### config.mk
export PLATFORM = sky130hd
export DESIGN_NAME = ordered_dither_gradient_fill_top
export DESIGN_NICKNAME = d
export VERILOG_FILES = /design/src/odgf_pkg.sv /design/src/ordered_dither_gradient_fill_top.sv /design/src/odgf_div.sv
export SDC_FILE = /design/constraint.sdc
export NUM_CORES = 1
export LEC_CHECK = 0
export ABC_AREA = 1
export ABC_CLOCK_PERIOD_IN_PS = 10500
export BUFFER_PORTS_ARGS = -buffer_cell sky130_fd_sc_hd__buf_2
export CAP_MARGIN = 10
export CORE_ASPECT_RATIO = 1.4
export CORE_MARGIN = 2
export CORE_UTILIZATION = 45
export DETAILED_ROUTE_END_ITERATION = 7
export GPL_TIMING_DRIVEN = 0
export SYNTH_ARGS = -nofsm -noshare
export SYNTH_HDL_FRONTEND = slang
export SYNTH_SLANG_ARGS = --single-unit
### constraint.sdc
create_clock -name clk -period 10.5 [get_ports clk]
set_clock_uncertainty 0.15 [all_clocks]
set_input_delay 1.05 -clock clk [delete_from_list [all_inputs] [get_ports clk]]
set_output_delay 1.05 -clock clk [all_outputs]
set_load 0.05 [all_outputs]
### src/odgf_pkg.sv
// Shared types, constants and the Bayer threshold table for the ordered-dither gradient fill.
package odgf_pkg;

	localparam int MAX_DIM   = 512;
	localparam int CFG_DIM_W = 10;
	localparam int DIM_W     = $clog2(MAX_DIM + 1);
	localparam int OFF_W     = $clog2(MAX_DIM);
	localparam int DEN_W     = $clog2(3 * MAX_DIM + 1);
	localparam int Q_W       = 6;
	localparam int CNT_W     = $clog2(Q_W);
	localparam int DENS_MAX  = 64;
	localparam int CFG_IDX_W = 3;
	localparam int CFG_DAT_W = 10;

	typedef enum logic [CFG_IDX_W-1:0] {
		REG_ORIGIN_X      = 3'd0,
		REG_ORIGIN_Y      = 3'd1,
		REG_REGION_WIDTH  = 3'd2,
		REG_REGION_HEIGHT = 3'd3,
		REG_START_DENSITY = 3'd4,
		REG_END_DENSITY   = 3'd5
	} reg_idx_t;

	typedef enum logic [1:0] {
		ST_IDLE,
		ST_DIV,
		ST_FIN
	} state_t;

	typedef struct packed {
		logic busy;
		logic done;
	} div_stat_t;

	// row-major, index {row[2:0], col[2:0]}
	localparam logic [0:63][5:0] BAYER = {
		6'd0,  6'd48, 6'd12, 6'd60, 6'd3,  6'd51, 6'd15, 6'd63,
		6'd32, 6'd16, 6'd44, 6'd28, 6'd35, 6'd19, 6'd47, 6'd31,
		6'd8,  6'd56, 6'd4,  6'd52, 6'd11, 6'd59, 6'd7,  6'd55,
		6'd40, 6'd24, 6'd36, 6'd20, 6'd43, 6'd27, 6'd39, 6'd23,
		6'd2,  6'd50, 6'd14, 6'd62, 6'd1,  6'd49, 6'd13, 6'd61,
		6'd34, 6'd18, 6'd46, 6'd30, 6'd33, 6'd17, 6'd45, 6'd29,
		6'd10, 6'd58, 6'd6,  6'd54, 6'd9,  6'd57, 6'd5,  6'd53,
		6'd42, 6'd26, 6'd38, 6'd22, 6'd41, 6'd25, 6'd37, 6'd21
	};

	function automatic logic [DIM_W-1:0] clamp_dim(input logic [CFG_DIM_W-1:0] v);
		logic [DIM_W-1:0] r;
		if (v == '0) begin
			r = DIM_W'(1);
		end else if (int'(v) > MAX_DIM) begin
			r = DIM_W'(MAX_DIM);
		end else begin
			r = DIM_W'(v);
		end
		return r;
	endfunction

	function automatic logic [6:0] clamp_density(input logic [6:0] v);
		return (v > 7'(DENS_MAX)) ? 7'(DENS_MAX) : v;
	endfunction

endpackage

### src/ordered_dither_gradient_fill_top.sv
// Top level of the ordered-dither gradient fill: scan state, control and output register.
//
// Usage:
//   Input channel (in_valid, in_stall, restart): each accepted word advances the
//   scan of the configured rectangle by one pixel in row-major order; restart=1
//   begins again at the top-left pixel. The scan wraps after the bottom-right one.
//   Output channel (out_valid, out_stall, pixel_x, pixel_y, paint_red, last_pixel):
//   one word per input word, in order.
//   Configuration: cfg_write with cfg_index and cfg_data writes one register;
//   write only while no word is in flight.
//   Sequence: the edge that accepts a word latches the coordinates and loads the
//   restoring divider; the divider then produces the 6-bit gradient position one
//   bit per cycle, and a final step scales the density and compares with the
//   Bayer threshold as the word enters the output register. The block then
//   returns to idle, and it accepts no new word until the last one has left
//   its final step.
//   A finished word waits in the output register while the receiver stalls;
//   the next word may be accepted meanwhile, but it cannot leave its final step
//   until the register frees.
//   Reset clears the scan to the top-left pixel, empties the output register
//   and returns the registers to origin 0, size 1x1, density 0 to 64.
module ordered_dither_gradient_fill_top import odgf_pkg::*; (
	input  logic                 clk,
	input  logic                 arst_n,
	input  logic                 cfg_write,
	input  logic [CFG_IDX_W-1:0] cfg_index,
	input  logic [CFG_DAT_W-1:0] cfg_data,
	input  logic                 in_valid,
	output logic                 in_stall,
	input  logic                 restart,
	output logic                 out_valid,
	input  logic                 out_stall,
	output logic [9:0]           pixel_x,
	output logic [9:0]           pixel_y,
	output logic                 paint_red,
	output logic                 last_pixel
);

	logic [8:0]           origin_x_q;
	logic [8:0]           origin_y_q;
	logic [CFG_DIM_W-1:0] width_q;
	logic [CFG_DIM_W-1:0] height_q;
	logic [6:0]           start_dens_q;
	logic [6:0]           end_dens_q;

	logic [OFF_W-1:0] col_q;
	logic [OFF_W-1:0] row_q;
	state_t           state_q;
	state_t           state_nx;
	logic             out_valid_q;

	logic [9:0]  px_s1;
	logic [9:0]  py_s1;
	logic        last_s1;
	logic [5:0]  thr_s1;

	logic [9:0]  px_q;
	logic [9:0]  py_q;
	logic        paint_q;
	logic        last_q;

	logic [DIM_W-1:0] w_c;
	logic [DIM_W-1:0] h_c;
	logic             in_acc;
	logic             wrap;
	logic [OFF_W-1:0] cur_col;
	logic [OFF_W-1:0] cur_row;
	logic             col_more;
	logic             row_more;
	logic             last_c;
	logic [DEN_W-1:0] dividend;
	logic [DEN_W-1:0] divisor;
	logic             load_out;

	logic [Q_W-1:0]     mix;
	div_stat_t          div_stat;
	logic signed [7:0]  s_d;
	logic signed [7:0]  e_d;
	logic signed [7:0]  diff;
	logic signed [14:0] prod;
	logic signed [14:0] prod_adj;
	logic signed [8:0]  dens;
	logic               paint_c;

	// ---------------- configuration ----------------
	always_ff @(posedge clk or negedge arst_n) begin
		if (!arst_n) begin
			origin_x_q   <= '0;
			origin_y_q   <= '0;
			width_q      <= CFG_DIM_W'(1);
			height_q     <= CFG_DIM_W'(1);
			start_dens_q <= '0;
			end_dens_q   <= 7'(DENS_MAX);
		end else if (cfg_write) begin
			unique case (cfg_index)
				REG_ORIGIN_X:      origin_x_q   <= cfg_data[8:0];
				REG_ORIGIN_Y:      origin_y_q   <= cfg_data[8:0];
				REG_REGION_WIDTH:  width_q      <= cfg_data[CFG_DIM_W-1:0];
				REG_REGION_HEIGHT: height_q     <= cfg_data[CFG_DIM_W-1:0];
				REG_START_DENSITY: start_dens_q <= cfg_data[6:0];
				REG_END_DENSITY:   end_dens_q   <= cfg_data[6:0];
				default: ;
			endcase
		end
	end

	// ---------------- scan position ----------------
	assign w_c    = clamp_dim(width_q);
	assign h_c    = clamp_dim(height_q);
	assign in_acc = in_valid && !in_stall;

	// restart also when the region shrank under the current offsets
	assign wrap    = restart || (DIM_W'(col_q) >= w_c) || (DIM_W'(row_q) >= h_c);
	assign cur_col = wrap ? '0 : col_q;
	assign cur_row = wrap ? '0 : row_q;

	assign col_more = (DIM_W'(cur_col) + 1'b1) < w_c;
	assign row_more = (DIM_W'(cur_row) + 1'b1) < h_c;
	assign last_c   = (DIM_W'(cur_col) == w_c - 1'b1) && (DIM_W'(cur_row) == h_c - 1'b1);

	assign dividend = DEN_W'({cur_col, 1'b0}) + DEN_W'(cur_row);
	assign divisor  = DEN_W'({w_c, 1'b0}) + DEN_W'(h_c);

	always_ff @(posedge clk or negedge arst_n) begin
		if (!arst_n) begin
			col_q <= '0;
			row_q <= '0;
		end else if (in_acc) begin
			if (col_more) begin
				col_q <= cur_col + 1'b1;
				row_q <= cur_row;
			end else begin
				col_q <= '0;
				row_q <= row_more ? cur_row + 1'b1 : '0;
			end
		end
	end

	always_ff @(posedge clk) begin
		if (in_acc) begin
			px_s1   <= 10'(origin_x_q) + 10'(cur_col);
			py_s1   <= 10'(origin_y_q) + 10'(cur_row);
			last_s1 <= last_c;
			thr_s1  <= BAYER[{cur_row[2:0], cur_col[2:0]}];
		end
	end

	odgf_div u_div (
		.clk      (clk),
		.arst_n   (arst_n),
		.start    (in_acc),
		.dividend (dividend),
		.divisor  (divisor),
		.quotient (mix),
		.stat     (div_stat)
	);

	// ---------------- density and threshold ----------------
	assign s_d      = signed'({1'b0, clamp_density(start_dens_q)});
	assign e_d      = signed'({1'b0, clamp_density(end_dens_q)});
	assign diff     = e_d - s_d;
	assign prod     = 15'(diff) * signed'(15'(mix));
	// bias negative products so the shift truncates toward zero
	assign prod_adj = prod + ((prod < 0) ? 15'sd63 : 15'sd0);
	assign dens     = 9'(s_d) + 9'(prod_adj >>> 6);
	assign paint_c  = signed'(9'(thr_s1)) < dens;

	// ---------------- control ----------------
	always_ff @(posedge clk or negedge arst_n) begin
		if (!arst_n) begin
			state_q <= ST_IDLE;
		end else begin
			state_q <= state_nx;
		end
	end

	always_comb begin
		state_nx = state_q;
		in_stall = 1'b1;
		load_out = 1'b0;
		unique case (state_q)
			ST_IDLE: begin
				in_stall = 1'b0;
				if (in_valid) begin
					state_nx = ST_DIV;
				end
			end
			ST_DIV: begin
				if (div_stat.done) begin
					state_nx = ST_FIN;
				end
			end
			ST_FIN: begin
				// hold until the output register is free
				load_out = !out_valid_q || !out_stall;
				if (load_out) begin
					state_nx = ST_IDLE;
				end
			end
			default: state_nx = ST_IDLE;
		endcase
	end

	// ---------------- output register ----------------
	always_ff @(posedge clk or negedge arst_n) begin
		if (!arst_n) begin
			out_valid_q <= 1'b0;
		end else if (load_out) begin
			out_valid_q <= 1'b1;
		end else if (!out_stall) begin
			out_valid_q <= 1'b0;
		end
	end

	always_ff @(posedge clk) begin
		if (load_out) begin
			px_q    <= px_s1;
			py_q    <= py_s1;
			paint_q <= paint_c;
			last_q  <= last_s1;
		end
	end

	assign out_valid  = out_valid_q;
	assign pixel_x    = px_q;
	assign pixel_y    = py_q;
	assign paint_red  = paint_q;
	assign last_pixel = last_q;

	// ---------------- assertions ----------------
	a_done_in_div: assert property (@(posedge clk) disable iff (!arst_n)
		div_stat.done |-> state_q == ST_DIV)
		else $error("divider finished outside the divide state");

	a_accept_starts_div: assert property (@(posedge clk) disable iff (!arst_n)
		in_acc |=> (div_stat.busy && state_q == ST_DIV))
		else $error("accepted word did not start the divider");

	a_out_from_fin: assert property (@(posedge clk) disable iff (!arst_n)
		$rose(out_valid_q) |-> $past(state_q) == ST_FIN)
		else $error("output word appeared without a final step");

	a_busy_only_in_div: assert property (@(posedge clk) disable iff (!arst_n)
		div_stat.busy |-> state_q == ST_DIV)
		else $error("divider running outside the divide state");

endmodule

### src/odgf_div.sv
// Restoring divider yielding one quotient bit per cycle for the gradient position.
module odgf_div import odgf_pkg::*; (
	input  logic             clk,
	input  logic             arst_n,
	input  logic             start,
	input  logic [DEN_W-1:0] dividend,
	input  logic [DEN_W-1:0] divisor,
	output logic [Q_W-1:0]   quotient,
	output div_stat_t        stat
);

	logic             busy_q;
	logic [CNT_W-1:0] cnt_q;
	logic [DEN_W-1:0] r_q;
	logic [DEN_W-1:0] d_q;
	logic [Q_W-1:0]   q_q;
	logic [DEN_W:0]   r2;
	logic             ge;
	logic [DEN_W-1:0] r_next;
	logic             last_step;

	assign r2        = {r_q, 1'b0};
	assign ge        = r2 >= {1'b0, d_q};
	assign r_next    = ge ? DEN_W'(r2 - {1'b0, d_q}) : DEN_W'(r2);
	assign last_step = busy_q && (cnt_q == CNT_W'(Q_W - 1));

	always_ff @(posedge clk or negedge arst_n) begin
		if (!arst_n) begin
			busy_q <= 1'b0;
			cnt_q  <= '0;
		end else if (start) begin
			busy_q <= 1'b1;
			cnt_q  <= '0;
		end else if (busy_q) begin
			cnt_q <= cnt_q + 1'b1;
			if (last_step) begin
				busy_q <= 1'b0;
			end
		end
	end

	// dividend is below divisor, so the remainder always fits DEN_W bits
	always_ff @(posedge clk) begin
		if (start) begin
			r_q <= dividend;
			d_q <= divisor;
		end else if (busy_q) begin
			r_q <= r_next;
			q_q <= {q_q[Q_W-2:0], ge};
		end
	end

	assign quotient  = q_q;
	assign stat.busy = busy_q;
	assign stat.done = last_step;

endmodule
Yosys cells after proc, flatten, opt, wreduce, memory -nomap -nowiden
Memories as Yosys holds them, arrays and structs flattened. A register that Yosys moved wholly into a read port is not among the register bits.
Cells that the tools add are included.
{"block": "op_classes", "addsub": 15, "mul": 1, "order_cmp": 11, "n_eq_ne": 14, "mux": 28, "n_bitwise": 2, "n_reduce_logical": 21}
{"op": "two-way mux 9 bit", "count": 5}
{"op": "two-way mux 10 bit", "count": 4}
{"op": "two-way mux 11 bit", "count": 3}
{"op": "adder 9 x 1 -> 10 bit (second input constant)", "count": 2}
{"op": "adder 9 x 9 -> 10 bit", "count": 2}
{"op": "equality test 9 x 10 -> 1 bit", "count": 2}
{"op": "greater-or-equal comparator 9 x 10 -> 1 bit", "count": 2}
{"op": "greater-than comparator 10 bit (second input constant)", "count": 2}
{"op": "logical NOT 10 bit", "count": 2}
{"op": "less-than comparator 10 bit", "count": 2}
{"op": "subtractor 10 x 1 -> 10 bit (second input constant)", "count": 2}
{"op": "adder 9 x 1 -> 9 bit (second input constant)", "count": 2}
{"op": "adder 15 x 7 -> 15 bit", "count": 1}
{"op": "less-than comparator 15 x 1 -> 1 bit (second input constant)", "count": 1}
{"op": "multiplier 8 x 7 -> 15 bit", "count": 1}
{"op": "greater-than comparator 7 bit (second input constant)", "count": 2}
{"op": "two-way mux 7 bit", "count": 2}
{"op": "AND reduction 2 bit", "count": 7}
{"op": "greater-or-equal comparator 12 x 11 -> 1 bit", "count": 1}
{"op": "adder 10 x 9 -> 11 bit", "count": 1}
{"op": "adder 11 x 10 -> 11 bit", "count": 1}
{"op": "subtractor 11 bit", "count": 1}
{"op": "adder 8 x 9 -> 9 bit", "count": 1}
{"op": "equality test 3 bit (second input constant)", "count": 3}
{"op": "23 further kinds", "count": 40}
{"block": "totals", "ff_bits": 148, "romBits": 384, "out_inout_bits": 24, "word_cells": 115, "n_memories": 1}
{"memory": "(name not given)", "depth": 64, "width": 6, "rd": 1, "rd_ports_with_merged_regs": 1, "write_ports": 0, "line": "ordered_dither_gradient_fill_top.sv:144", "source": "thr_s1 <= BAYER[{cur_row[2:0], cur_col[2:0]}];"}

Depth between registers and ports, before layout
Gate-level depths: netlist of the first run.
{"block": "logic_depth", "ltp_word": 11, "depth_mapped": 56, "depth_no_buf": 56}

Modules after synthesis
A second synthesis of the first run with hierarchy kept.
{"block": "hier_totals", "cells_unflattened": 1639, "area_unflattened_um2": 12991.2}
{"module": "ordered_dither_gradient_fill_top", "instances": 1, "cells_per_inst": 1385, "area_per_inst_um2": 10880.4}
{"module": "odgf_div", "instances": 1, "cells_per_inst": 254, "area_per_inst_um2": 2110.8}

Least setup slack after synthesis of the first run
OpenSTA, ideal clock, no wires.
{"block": "synth_timing", "path_kind": "reg-to-reg", "start": "register end_dens_q[0]", "end": "register paint_q, in the netlist paint_red (data pin)", "setup_time_ns": 0.252, "arrival_ns": 8.064, "required_ns": 10.098, "path_slack_ns": 2.034, "path_stages_with_launch": 50, "synth_period_minus_slack_ns": 8.466, "cell_sequence": "dfrtp_1 nor4_1 nand3_1 nand2_1 nand2_1 ha_1 fa_1 o21ai_0 nand2_1 nand2_1 a21oi_1 xor2_1 inv_1 nand2_1 fa_1 inv_1 fa_1 fa_1 [... 14 more ...] nand2_1 nand2_1 nor2_2 nand2_1 nor2_2 xor2_1 ha_1 a21oi_1 inv_1 a31oi_1 xor2_1 ha_1 nand3_1 o221ai_1 a21oi_1 or2_2 nor2_1 nor2_1"}
{"block": "synth_between", "elab_chain_cells": 9}
{"item": "start, declared", "line": "ordered_dither_gradient_fill_top.sv:44", "source": "logic [6:0] end_dens_q;"}
{"item": "start signal, assigned", "line": "ordered_dither_gradient_fill_top.sv:93", "source": "end_dens_q <= 7'(DENS_MAX);"}
{"item": "start signal, assigned", "line": "ordered_dither_gradient_fill_top.sv:101", "source": "REG_END_DENSITY: end_dens_q <= cfg_data[6:0];"}
{"item": "greater-than comparator 7 bit", "line": "odgf_pkg.sv:60", "source": "return (v > 7'(DENS_MAX)) ? 7'(DENS_MAX) : v;"}
{"item": "two-way mux 7 bit (*)", "line": "odgf_pkg.sv:60"}
{"item": "subtractor 7 x 7 -> 8 bit (*)", "line": "ordered_dither_gradient_fill_top.sv:161", "source": "assign diff = e_d - s_d;"}
{"item": "multiplier 8 x 7 -> 15 bit (*)", "line": "ordered_dither_gradient_fill_top.sv:162", "source": "assign prod = 15'(diff) * signed'(15'(mix));"}
{"item": "less-than comparator 15 x 1 -> 1 bit", "line": "ordered_dither_gradient_fill_top.sv:164", "source": "assign prod_adj = prod + ((prod < 0) ? 15'sd63 : 15'sd0);"}
{"item": "two-way mux 6 bit", "line": "ordered_dither_gradient_fill_top.sv:164"}
{"item": "adder 15 x 7 -> 15 bit (*)", "line": "ordered_dither_gradient_fill_top.sv:164"}
{"item": "adder 8 x 9 -> 9 bit (*)", "line": "ordered_dither_gradient_fill_top.sv:165", "source": "assign dens = 9'(s_d) + 9'(prod_adj >>> 6);"}
{"item": "less-than comparator 7 x 9 -> 1 bit (*)", "line": "ordered_dither_gradient_fill_top.sv:166", "source": "assign paint_c = signed'(9'(thr_s1)) < dens;"}
{"item": "net paint_c", "line": "ordered_dither_gradient_fill_top.sv:83", "source": "logic paint_c;"}
{"item": "end signal, assigned", "line": "ordered_dither_gradient_fill_top.sv:219", "source": "paint_q <= paint_c;"}
{"item": "end, declared", "line": "ordered_dither_gradient_fill_top.sv:59", "source": "logic paint_q;"}
Mark *: on every way through the listed nets, which the timed path passes. The rest lies on a longest branch.
A chain may end at the register's enable or synchronous reset.

Worst setup path after layout of the first run
Ends and elaborated chain as after synthesis.

==> flow_summary.yaml, run 1 <==
run_status:
  status: "finished, final reports clean"
logic_synthesis:
  yosys.area.top_type: "edfxtp_1"
  yosysMostFrequentCell: "inv_1"
  synth_common_cells: "314 x inv_1, 285 x nand2_1, 140 x ha_1"
  synth_top_area_share_pct: 18.6
  syn_nets: 1722
  synthCells: 1521
  yosys_most_used_dff: "edfxtp_1"
  synthArstFlopShare_pct: 50.0
  avgSynthCellArea_sq_um: 8.18
  synthMuxAreaShare_pct: 0
  netlist_area_sq_um: 12400
  ys_ff_latch: 154
  synth_area_leaders: "edfxtp_1 19%, dfrtp_1 15%, ha_1 14%, inv_1 9.5%, nand2_1 8.6%"
  synth_edf_count: 77
  synthXorXnorAreaFrac_pct: 4.93
  synthAdderAreaFrac_pct: 20.8
  synth_top_family_by_area: "adder cells"
  synth_compound_area_share_pct: 11.0
  netlist-cell-type-count: 49
  ys_seq_area_share_pct: 34.1
  yosys_warnings: 0
  yosys.area_share.simple_pct: 18.9
cts:
  cts_buffers: 17
  clock-sinks: 154
  clkTransAtPathRegs_ns: 0.07
  htreeDepth: 4
  cts_hold_buf: 0
  cts_buffer_depth: 2
  clockRootBuffer: "clkbuf_16"
  cts_tree: "done"
  clkLatencyLatePin_ns: 0.44
placement:
  io_buffer_count: 42
  place_congestion: 0.961
  dp_hpwl_um: 25700
critical_path:
  cp.required_ns: 10.55
  worstSetupEndpoint: "paint_red"
  rr_worst_depth: 48
  worstPathArrival_ns: 9.66
  slowest_stage: "fa_1"
  r2r_setup_slack_ns: 0.89
  start_kind: "flop"
  rr_endpoint: "paint_red"
  path_class: "reg -> reg"
  r2r-start: "end_dens_q[0]"
  critPathMostFrequentCell: "nand2_1"
  end_kind: "flop"
  path_max_fanout: 5
  crit_start: "end_dens_q[0]"
  max_stage_delay_ns: 0.59
hold_path:
  hp-class: "reg -> reg"
timing:
  finalCritPeriodShare_pct: 91.5
  period_minus_slack_ns: 9.61
  timing.setup.tns_ns: 0
  worst_pin_slew_ns: 0.890
  setup_violations: 0
  fmax_ghz: 0.104
  rsz0062_at_grt: "no"
  drv_slew: 0
  max_slew_margin_pct: 40.5
  hold_viol_final: 0
drt:
  wl_per_cell_um: 16.0
  drcViolationCount: 0
  dr.pass1.iters: 5
  vias: 9870
  initialDrtViolationCount: 519
  vias_per_cell: 5.02
  ant_nets: 0
  drt-total-wl_um: 31600
global_route:
  track_usage_pct: 23.0
  grt_overflow: 0
  grt_pass1_vias: 10000
  grt_pass1_wl_um: 51100
  antenna_found_initial: 0
  grt_max_degree: 66
run:
  maxCapViolCount: 0
die:
  dieArea_sq_um: 29000
  start_util_pct: 45.4
  die_y_um: 201
  core_sq_um: 27400
  rows: 72
  die_width_um: 145
  io_pins: 43
final_layout:
  area_growth_pct: 10.6
  nets: 1785
  multi_input_area_sq_um: 6940
  layout-drive-gt1-share_pct: 8.39
  nFillCells: 2755
  seqCellArea_sq_um: 4240
  antenna_cells: 0
-- per-stage QoR --
stage | cells | instance area, sq um | utilization (%) | hold slack (ns) | setup slack (ns)
6_report | 1967 | 13800 | 50.3 | 0.269 | 0.888
3_3_place_gp | 1933 | 13100 | 47.9 | 0.250 | 0.846
4_1_cts | 1967 | 13800 | 50.2 | 0.269 | 0.691
5_1_grt | 1967 | 13800 | 50.3 | 0.275 | 0.0158
2_1_floorplan | 1521 | 12400 | - | 0.250 | 2.03
3_5_place_dp | 1935 | 13200 | 48.1 | 0.255 | 0.744
-- repair_timing --
item	CTS	global route
buffers inserted	0	0
resized for setup	0	3
setup endpoints to repair	0	1
-- placed cells by master, fill, tap and decap left out, types with 11 or more instances in the layout --
master	Yosys	routed
a21oi_1	80	79
buf_2	2	43
clkbuf_1	15	15
clkbuf_16	0	19
dfrtp_1	74	74
edfxtp_1	77	77
fa_1	42	42
ha_1	140	140
inv_1	314	314
nand2_1	285	285
nand3_1	41	41
nand4_1	14	14
nor2_1	133	132
nor3_1	12	12
o21ai_0	109	108
o22ai_1	13	13
or2_2	11	11
xnor2_1	12	12
xor2_1	58	57
-- cells by family (layout without fill, tap and decap cells) --
group	count (synthesis)	in the layout
buf+inv	336	412
simple gates	533	533
xor+xnor	70	70
flops	154	154
compound gates	246	246
fa+ha+maj	182	182
-- registers in the layout, indices dropped and copies added (netlist names), 2 cells and up --
signal,flops
u_div.d_q,11
u_div.r_q,11
height_q,10
pixel_x,10
pixel_y,10
px_s1,10
py_s1,10
width_q,10
col_q,9
origin_x_q,9
origin_y_q,9
row_q,9
end_dens_q,7
start_dens_q,7
thr_s1,6
u_div.quotient,6
u_div.cnt_q,3
state_q,2
-- worst min path at each step --
stage | from | to | slack, ns | cells after the start
after floorplan | last_s1 | last_pixel | 0.25 | 0
after global placement | last_s1 | last_pixel | 0.25 | 0
after detailed placement | py_s1[2] | pixel_y[2] | 0.25 | 0
after CTS | py_s1[4] | pixel_y[4] | 0.27 | 0
after global routing | py_s1[4] | pixel_y[4] | 0.28 | 0
final | py_s1[2] | pixel_y[2] | 0.27 | 0
-- critical path, delay by kind of cell (launching register included) --
| kind | cells | cell delay, ns |
|---|---|---|
| fa+ha+maj | 9 | 3.80 |
| flops | 1 | 0.39 |
| simple gates | 21 | 2.77 |
| buf+inv | 8 | 0.50 |
| xor+xnor | 2 | 0.35 |
| compound gates | 8 | 1.38 |
-- per-layer routing --
metal | track usage [%] | vias to the layer above | part of all wire, % | wire length (um)
met5 | 0 | - | 0 | 0
met4 | 10.4 | 0 | 4.4 | 1390
met3 | 3.05 | 66 | 2.2 | 699
met2 | 41.9 | 174 | 53 | 16700
met1 | 26.3 | 4613 | 40 | 12700
li1 | - | 5017 | - | -
-- final cells by class --
type                    instances  share of cell area (%)
clock buffers                  20                    3.48
clock inverters                12                   0.691
well taps                     370                    3.36
inverters                     317                    8.64
repair buffers                 44                    1.89
multi-input cells            1031                    50.4
flip-flops and latches        154                    30.8
plain buffers                  19                   0.673
Power of run 1 is not shown: default switching activity piles up to over one toggle a cycle in this logic, so the estimate is an artifact.
==> inputs of run 2 (changes only) <==
- CAP_MARGIN: 10 -> not set
- CTS_CLUSTER_DIAMETER: not set -> 50
- SYNTH_HIERARCHICAL: not set -> 1
==> run 2 against run 1 <==
Compared with the run above: design area grew 4.2%; core utilization up 0.23 points; flip-flop and latch count is the same; area after synthesis is 4.3% higher; cell count increased by 6.3%; non-clock buffer count down 1; fmax increased by 1.4%; largest cell class unchanged.
==> flow_summary.yaml, run 2 <==
critical_path:
  rr_worst_depth: 47
  cp.required_ns: 10.55
  r2r-start: "end_dens_q[0]"
  critPathMostFrequentCell: "nand2_1"
  worstPathArrival_ns: 9.53
  path_class: "reg -> reg"
  end_kind: "flop"
  r2r_setup_slack_ns: 1.02
  rr_endpoint: "paint_red"
  start_kind: "flop"
  slowest_stage: "fa_1"
  max_stage_delay_ns: 0.55
  path_max_fanout: 5
timing:
  postLayoutSetupSlackWorst_ns: 1.02
  timing.setup.tns_ns: 0
  worst_pin_slew_ns: 0.887
  setup_violations: 0
  period_minus_slack_ns: 9.48
  rsz0062_at_grt: "no"
  finalCritPeriodShare_pct: 90.3
  hold_viol_final: 0
  fmax_ghz: 0.106
  fin_hold_ws_ns: 0.269
  drv_slew: 0
  max_slew_margin_pct: 40.7
final_layout:
  largest_registers: "u_div/d_q (11), u_div/r_q (11)"
  nets: 1903
  fin_util_pct: 50.5
  area_growth_pct: 10.5
  nFillCells: 2821
  final_common_cell: "nand2_1"
  antenna_cells: 0
  final_cell_mix: "366 x nand2_1, 331 x inv_1, 140 x ha_1, 136 x nor2_1, 92 x o21ai_0"
  layout-drive-gt1-share_pct: 8.92
drt:
  vias_per_cell: 5.04
  initialDrtViolationCount: 572
  dr.pass1.iters: 5
  vias: 10500
  drt-total-wl_um: 32600
  drcViolationCount: 0
  ant_nets: 0
  wl_per_cell_um: 15.6
hold_path:
  whs_endpoint: "pixel_x[5]"
  min_path_cells: 0
  hp-start: "px_s1[5]"
  hp-class: "reg -> reg"
global_route:
  grt_max_degree: 56
  grt_pass1_wl_um: 52800
  antenna_found_initial: 0
  grt_pass1_vias: 10400
  track_usage_pct: 22.6
  grt_overflow: 0
die:
  die_y_um: 205
  start_util_pct: 45.7
  core_sq_um: 28400
  io_pins: 43
  dieArea_sq_um: 30200
  die_width_um: 148
  rows: 73
cts:
  cts_hold_buf: 0
  cts_resized: 0
  cts_tree: "done"
  post_cts_buffers: 0
  clock-sinks: 154
  clkLatencyLatePin_ns: 0.44
  cts_buffer_depth: 2
  htreeDepth: 4
  clockRootBuffer: "clkbuf_16"
  cts_buffers: 17
  clkTransAtPathRegs_ns: 0.07
logic_synthesis:
  avgSynthCellArea_sq_um: 7.93
  synthCells: 1638
  syn_nets: 1839
  yosys_warnings: 6
  netlist_area_sq_um: 13000
placement:
  dp_slack_ns: 1.07
  dp_hpwl_um: 26900
  io_buffer_count: 42
  place_congestion: 0.944
run:
  maxCapViolCount: 0
run_status:
  status: "finished, final reports clean"
run 2: per-layer routing:
metal  share of wire, %  routed length [um]  track usage (%)  vias to the layer above
met5                  0                   0                0                        -
met4                4.2                1380             10.6                        0
met3                3.3                1090             2.92                       68
met2                 53               17400             42.7                      216
met1                 39               12800             24.9                     4881
li1                   -                   -                -                     5367
run 2: how the worst max path moves through the flow:
| stage | cells past startpoint | slack (ns) | start | end |
|---|---|---|---|---|
| floorplan | 46 | 2.09 | end_dens_q[0] | paint_red |
| finish | 47 | 1.02 | end_dens_q[0] | paint_red |
| CTS | 48 | 1.05 | end_dens_q[0] | paint_red |
| global placement | 50 | 1.09 | end_dens_q[0] | paint_red |
| detailed placement | 48 | 1.07 | end_dens_q[0] | paint_red |
| global route | 50 | 0.31 | end_dens_q[0] | paint_red |
run 2: per-stage QoR:
stage | area (sq um) | cells
floorplan | 13000 | 1638
global placement | 13700 | 2055
detailed placement | 13700 | 2058
CTS | 14300 | 2090
global route | 14300 | 2090
finish | 14300 | 2090
run 2: critical path, delay by kind of cell, from the launching register on:
| kind | cells | cell delay, ns |
|---|---|---|
| AO/OA/AOI/OAI | 6 | 1.05 |
| XOR/XNOR | 3 | 0.63 |
| adder cells (fa/ha/maj) | 11 | 4.27 |
| buffers and inverters | 6 | 0.30 |
| flip-flops | 1 | 0.40 |
| AND/OR/NAND/NOR | 21 | 2.43 |
run 2: layout make-up:
cell class | instances | area [sq um] | area share (%)
buffer | 17 | 104 | 0.724
inverter | 338 | 1270 | 8.85
sequential | 154 | 4240 | 29.6
timing repair buffer | 45 | 275 | 1.92
tap | 375 | 469 | 3.27
clock inverter | 15 | 184 | 1.28
clock buffer | 17 | 425 | 2.97
multi-input combinational | 1129 | 7370 | 51.4
Power of run 2 is left out for the same reason.
==> inputs of run 3 (changes only) <==
- CORE_MARGIN: 2 -> 4
- RECOVER_POWER: not set -> 50
==> run 3 against run 2 <==
Compared with the run above: the run now ends with max-capacitance violations, max-slew violations left; non-clock buffer count did not move; hold slack is essentially flat; fmax increased by 0.54%; clock-buffer cell count up 3; critical endpoint unchanged; cell count stayed put; design area decreased by 0.45%; critical path depth grew 1; wire length is 0.96% higher; register-to-register slack better by 0.05 ns.
==> flow_summary.yaml, run 3 (same netlist as run 2, synthesis figures left out) <==
hold_path:
  hp-class: "reg -> reg"
  min_path_cells: 0
global_route:
  grt_pass1_vias: 10700
  track_usage_pct: 21.8
  grt_max_degree: 67
  grt_overflow: 0
  grt_pass1_wl_um: 53800
  antenna_found_initial: 0
cts:
  clockRootBuffer: "clkbuf_16"
  post_cts_buffers: 0
  cts_tree: "done"
  cts_buffer_depth: 2
  htreeDepth: 4
  cts_hold_buf: 0
  clock-sinks: 154
  cts_resized: 0
  clkTransAtPathRegs_ns: 0.06
  clkLatencyLatePin_ns: 0.43
  cts_buffers: 17
critical_path:
  worstPathArrival_ns: 9.47
  path_max_fanout: 5
  slowest_stage: "fa_1"
  start_kind: "flop"
  path_class: "reg -> reg"
  end_kind: "flop"
  rr_worst_depth: 48
  r2r_setup_slack_ns: 1.07
  cp.required_ns: 10.55
  critPathMostFrequentCell: "nand2_1"
  max_stage_delay_ns: 0.54
drt:
  initialDrtViolationCount: 426
  vias: 10500
  wl_per_cell_um: 15.8
  dr.pass1.iters: 7
  drt-total-wl_um: 32900
  vias_per_cell: 5.05
  ant_nets: 0
  drcViolationCount: 0
final_layout:
  final_area_sq_um: 14300
  area_growth_pct: 9.96
  final_cell_mix: "366 x nand2_1, 331 x inv_1, 140 x ha_1, 136 x nor2_1, 92 x o21ai_0"
  antenna_cells: 0
  nFillCells: 2818
  layout-drive-gt1-share_pct: 8.40
  final_common_cell: "nand2_1"
  nets: 1903
  largest_registers: "u_div/d_q (11), u_div/r_q (11)"
placement:
  dp_hpwl_um: 26900
  placed_area_sq_um: 13700
  place_congestion: 0.962
  io_buffer_count: 42
timing:
  worst_pin_slew_ns: 3.68
  rsz0062_at_grt: "no"
  period_minus_slack_ns: 9.43
  finalCritPeriodShare_pct: 89.8
  max_slew_margin_pct: -145
  drv_slew: 67
  fmax_ghz: 0.106
  hold_viol_final: 0
  timing.setup.tns_ns: 0
  setup_violations: 0
die:
  dieArea_sq_um: 31700
  rows: 73
  die_width_um: 152
  start_util_pct: 45.7
  core_sq_um: 28400
  die_y_um: 209
  io_pins: 43
run:
  maxCapViolCount: 1
run_status:
  violations: "max-capacitance violations, max-slew violations"
  status: "finished, violations left"
-- run 3: cell types whose count changed in the layout (fill, tap and decap cells not counted), sizes merged --
cell      before  now
buf           50   43
clkbuf        29   39
bufinv         2    1
clkinvlp       3    0
inv          345  346
-- run 3: final cells by class --
| class | instances | area, sq um | share of cell area (%) |
|---|---|---|---|
| buffer | 17 | 103 | 0.719 |
| clock buffer | 20 | 458 | 3.21 |
| clock inverter | 12 | 125 | 0.876 |
| inverter | 338 | 1270 | 8.89 |
| multi-input combinational | 1129 | 7370 | 51.6 |
| sequential | 154 | 4240 | 29.7 |
| tap | 375 | 469 | 3.29 |
| timing repair buffer | 45 | 241 | 1.69 |
-- run 3: worst max-delay path, delay by kind of cell (launching register included) --
kind                       cells  cell delay (ns)
xor gates and xnor gates       3             0.61
adders and majority gates     11             4.15
buffers and inverters          7             0.45
DFF                            1             0.40
and+or+nand+nor               20             2.21
AOI/OAI and AO/OA              7             1.21
-- run 3: metal layers --
| layer | wire (um) | vias to the layer above | part of all wire (%) | GRT usage [%] |
|---|---|---|---|---|
| met5 | 0 | - | 0 | 0 |
| met1 | 13000 | 4921 | 40 | 24.2 |
| met3 | 822 | 75 | 2.5 | 2.52 |
| met4 | 1570 | 0 | 4.8 | 10.0 |
| li1 | - | 5375 | - | - |
| met2 | 17500 | 174 | 53 | 40.8 |
-- run 3: final timing paths --
path                               start         endpoint
setup / recovery           end_dens_q[1]        paint_red
hold / removal                  px_s1[7]       pixel_x[7]
setup reg to reg           end_dens_q[1]        paint_red
hold reg to reg                 px_s1[7]       pixel_x[7]
max in group asynchronous         arst_n  start_dens_q[0]
min in group asynchronous         arst_n         row_q[3]
-- run 3: metrics by stage --
stage | std cells | utilization, % | hold WS (ns) | setup WS [ns]
6_report | 2090 | 50.3 | 0.269 | 1.07
5_1_grt | 2090 | 50.3 | 0.273 | 0.333
4_1_cts | 2090 | 50.4 | 0.270 | 1.04
3_5_place_dp | 2058 | 48.4 | 0.255 | 1.07
3_3_place_gp | 2055 | 48.1 | 0.254 | 1.16
2_1_floorplan | 1638 | - | 0.250 | 2.09
Power of run 3 is left out for the same reason.
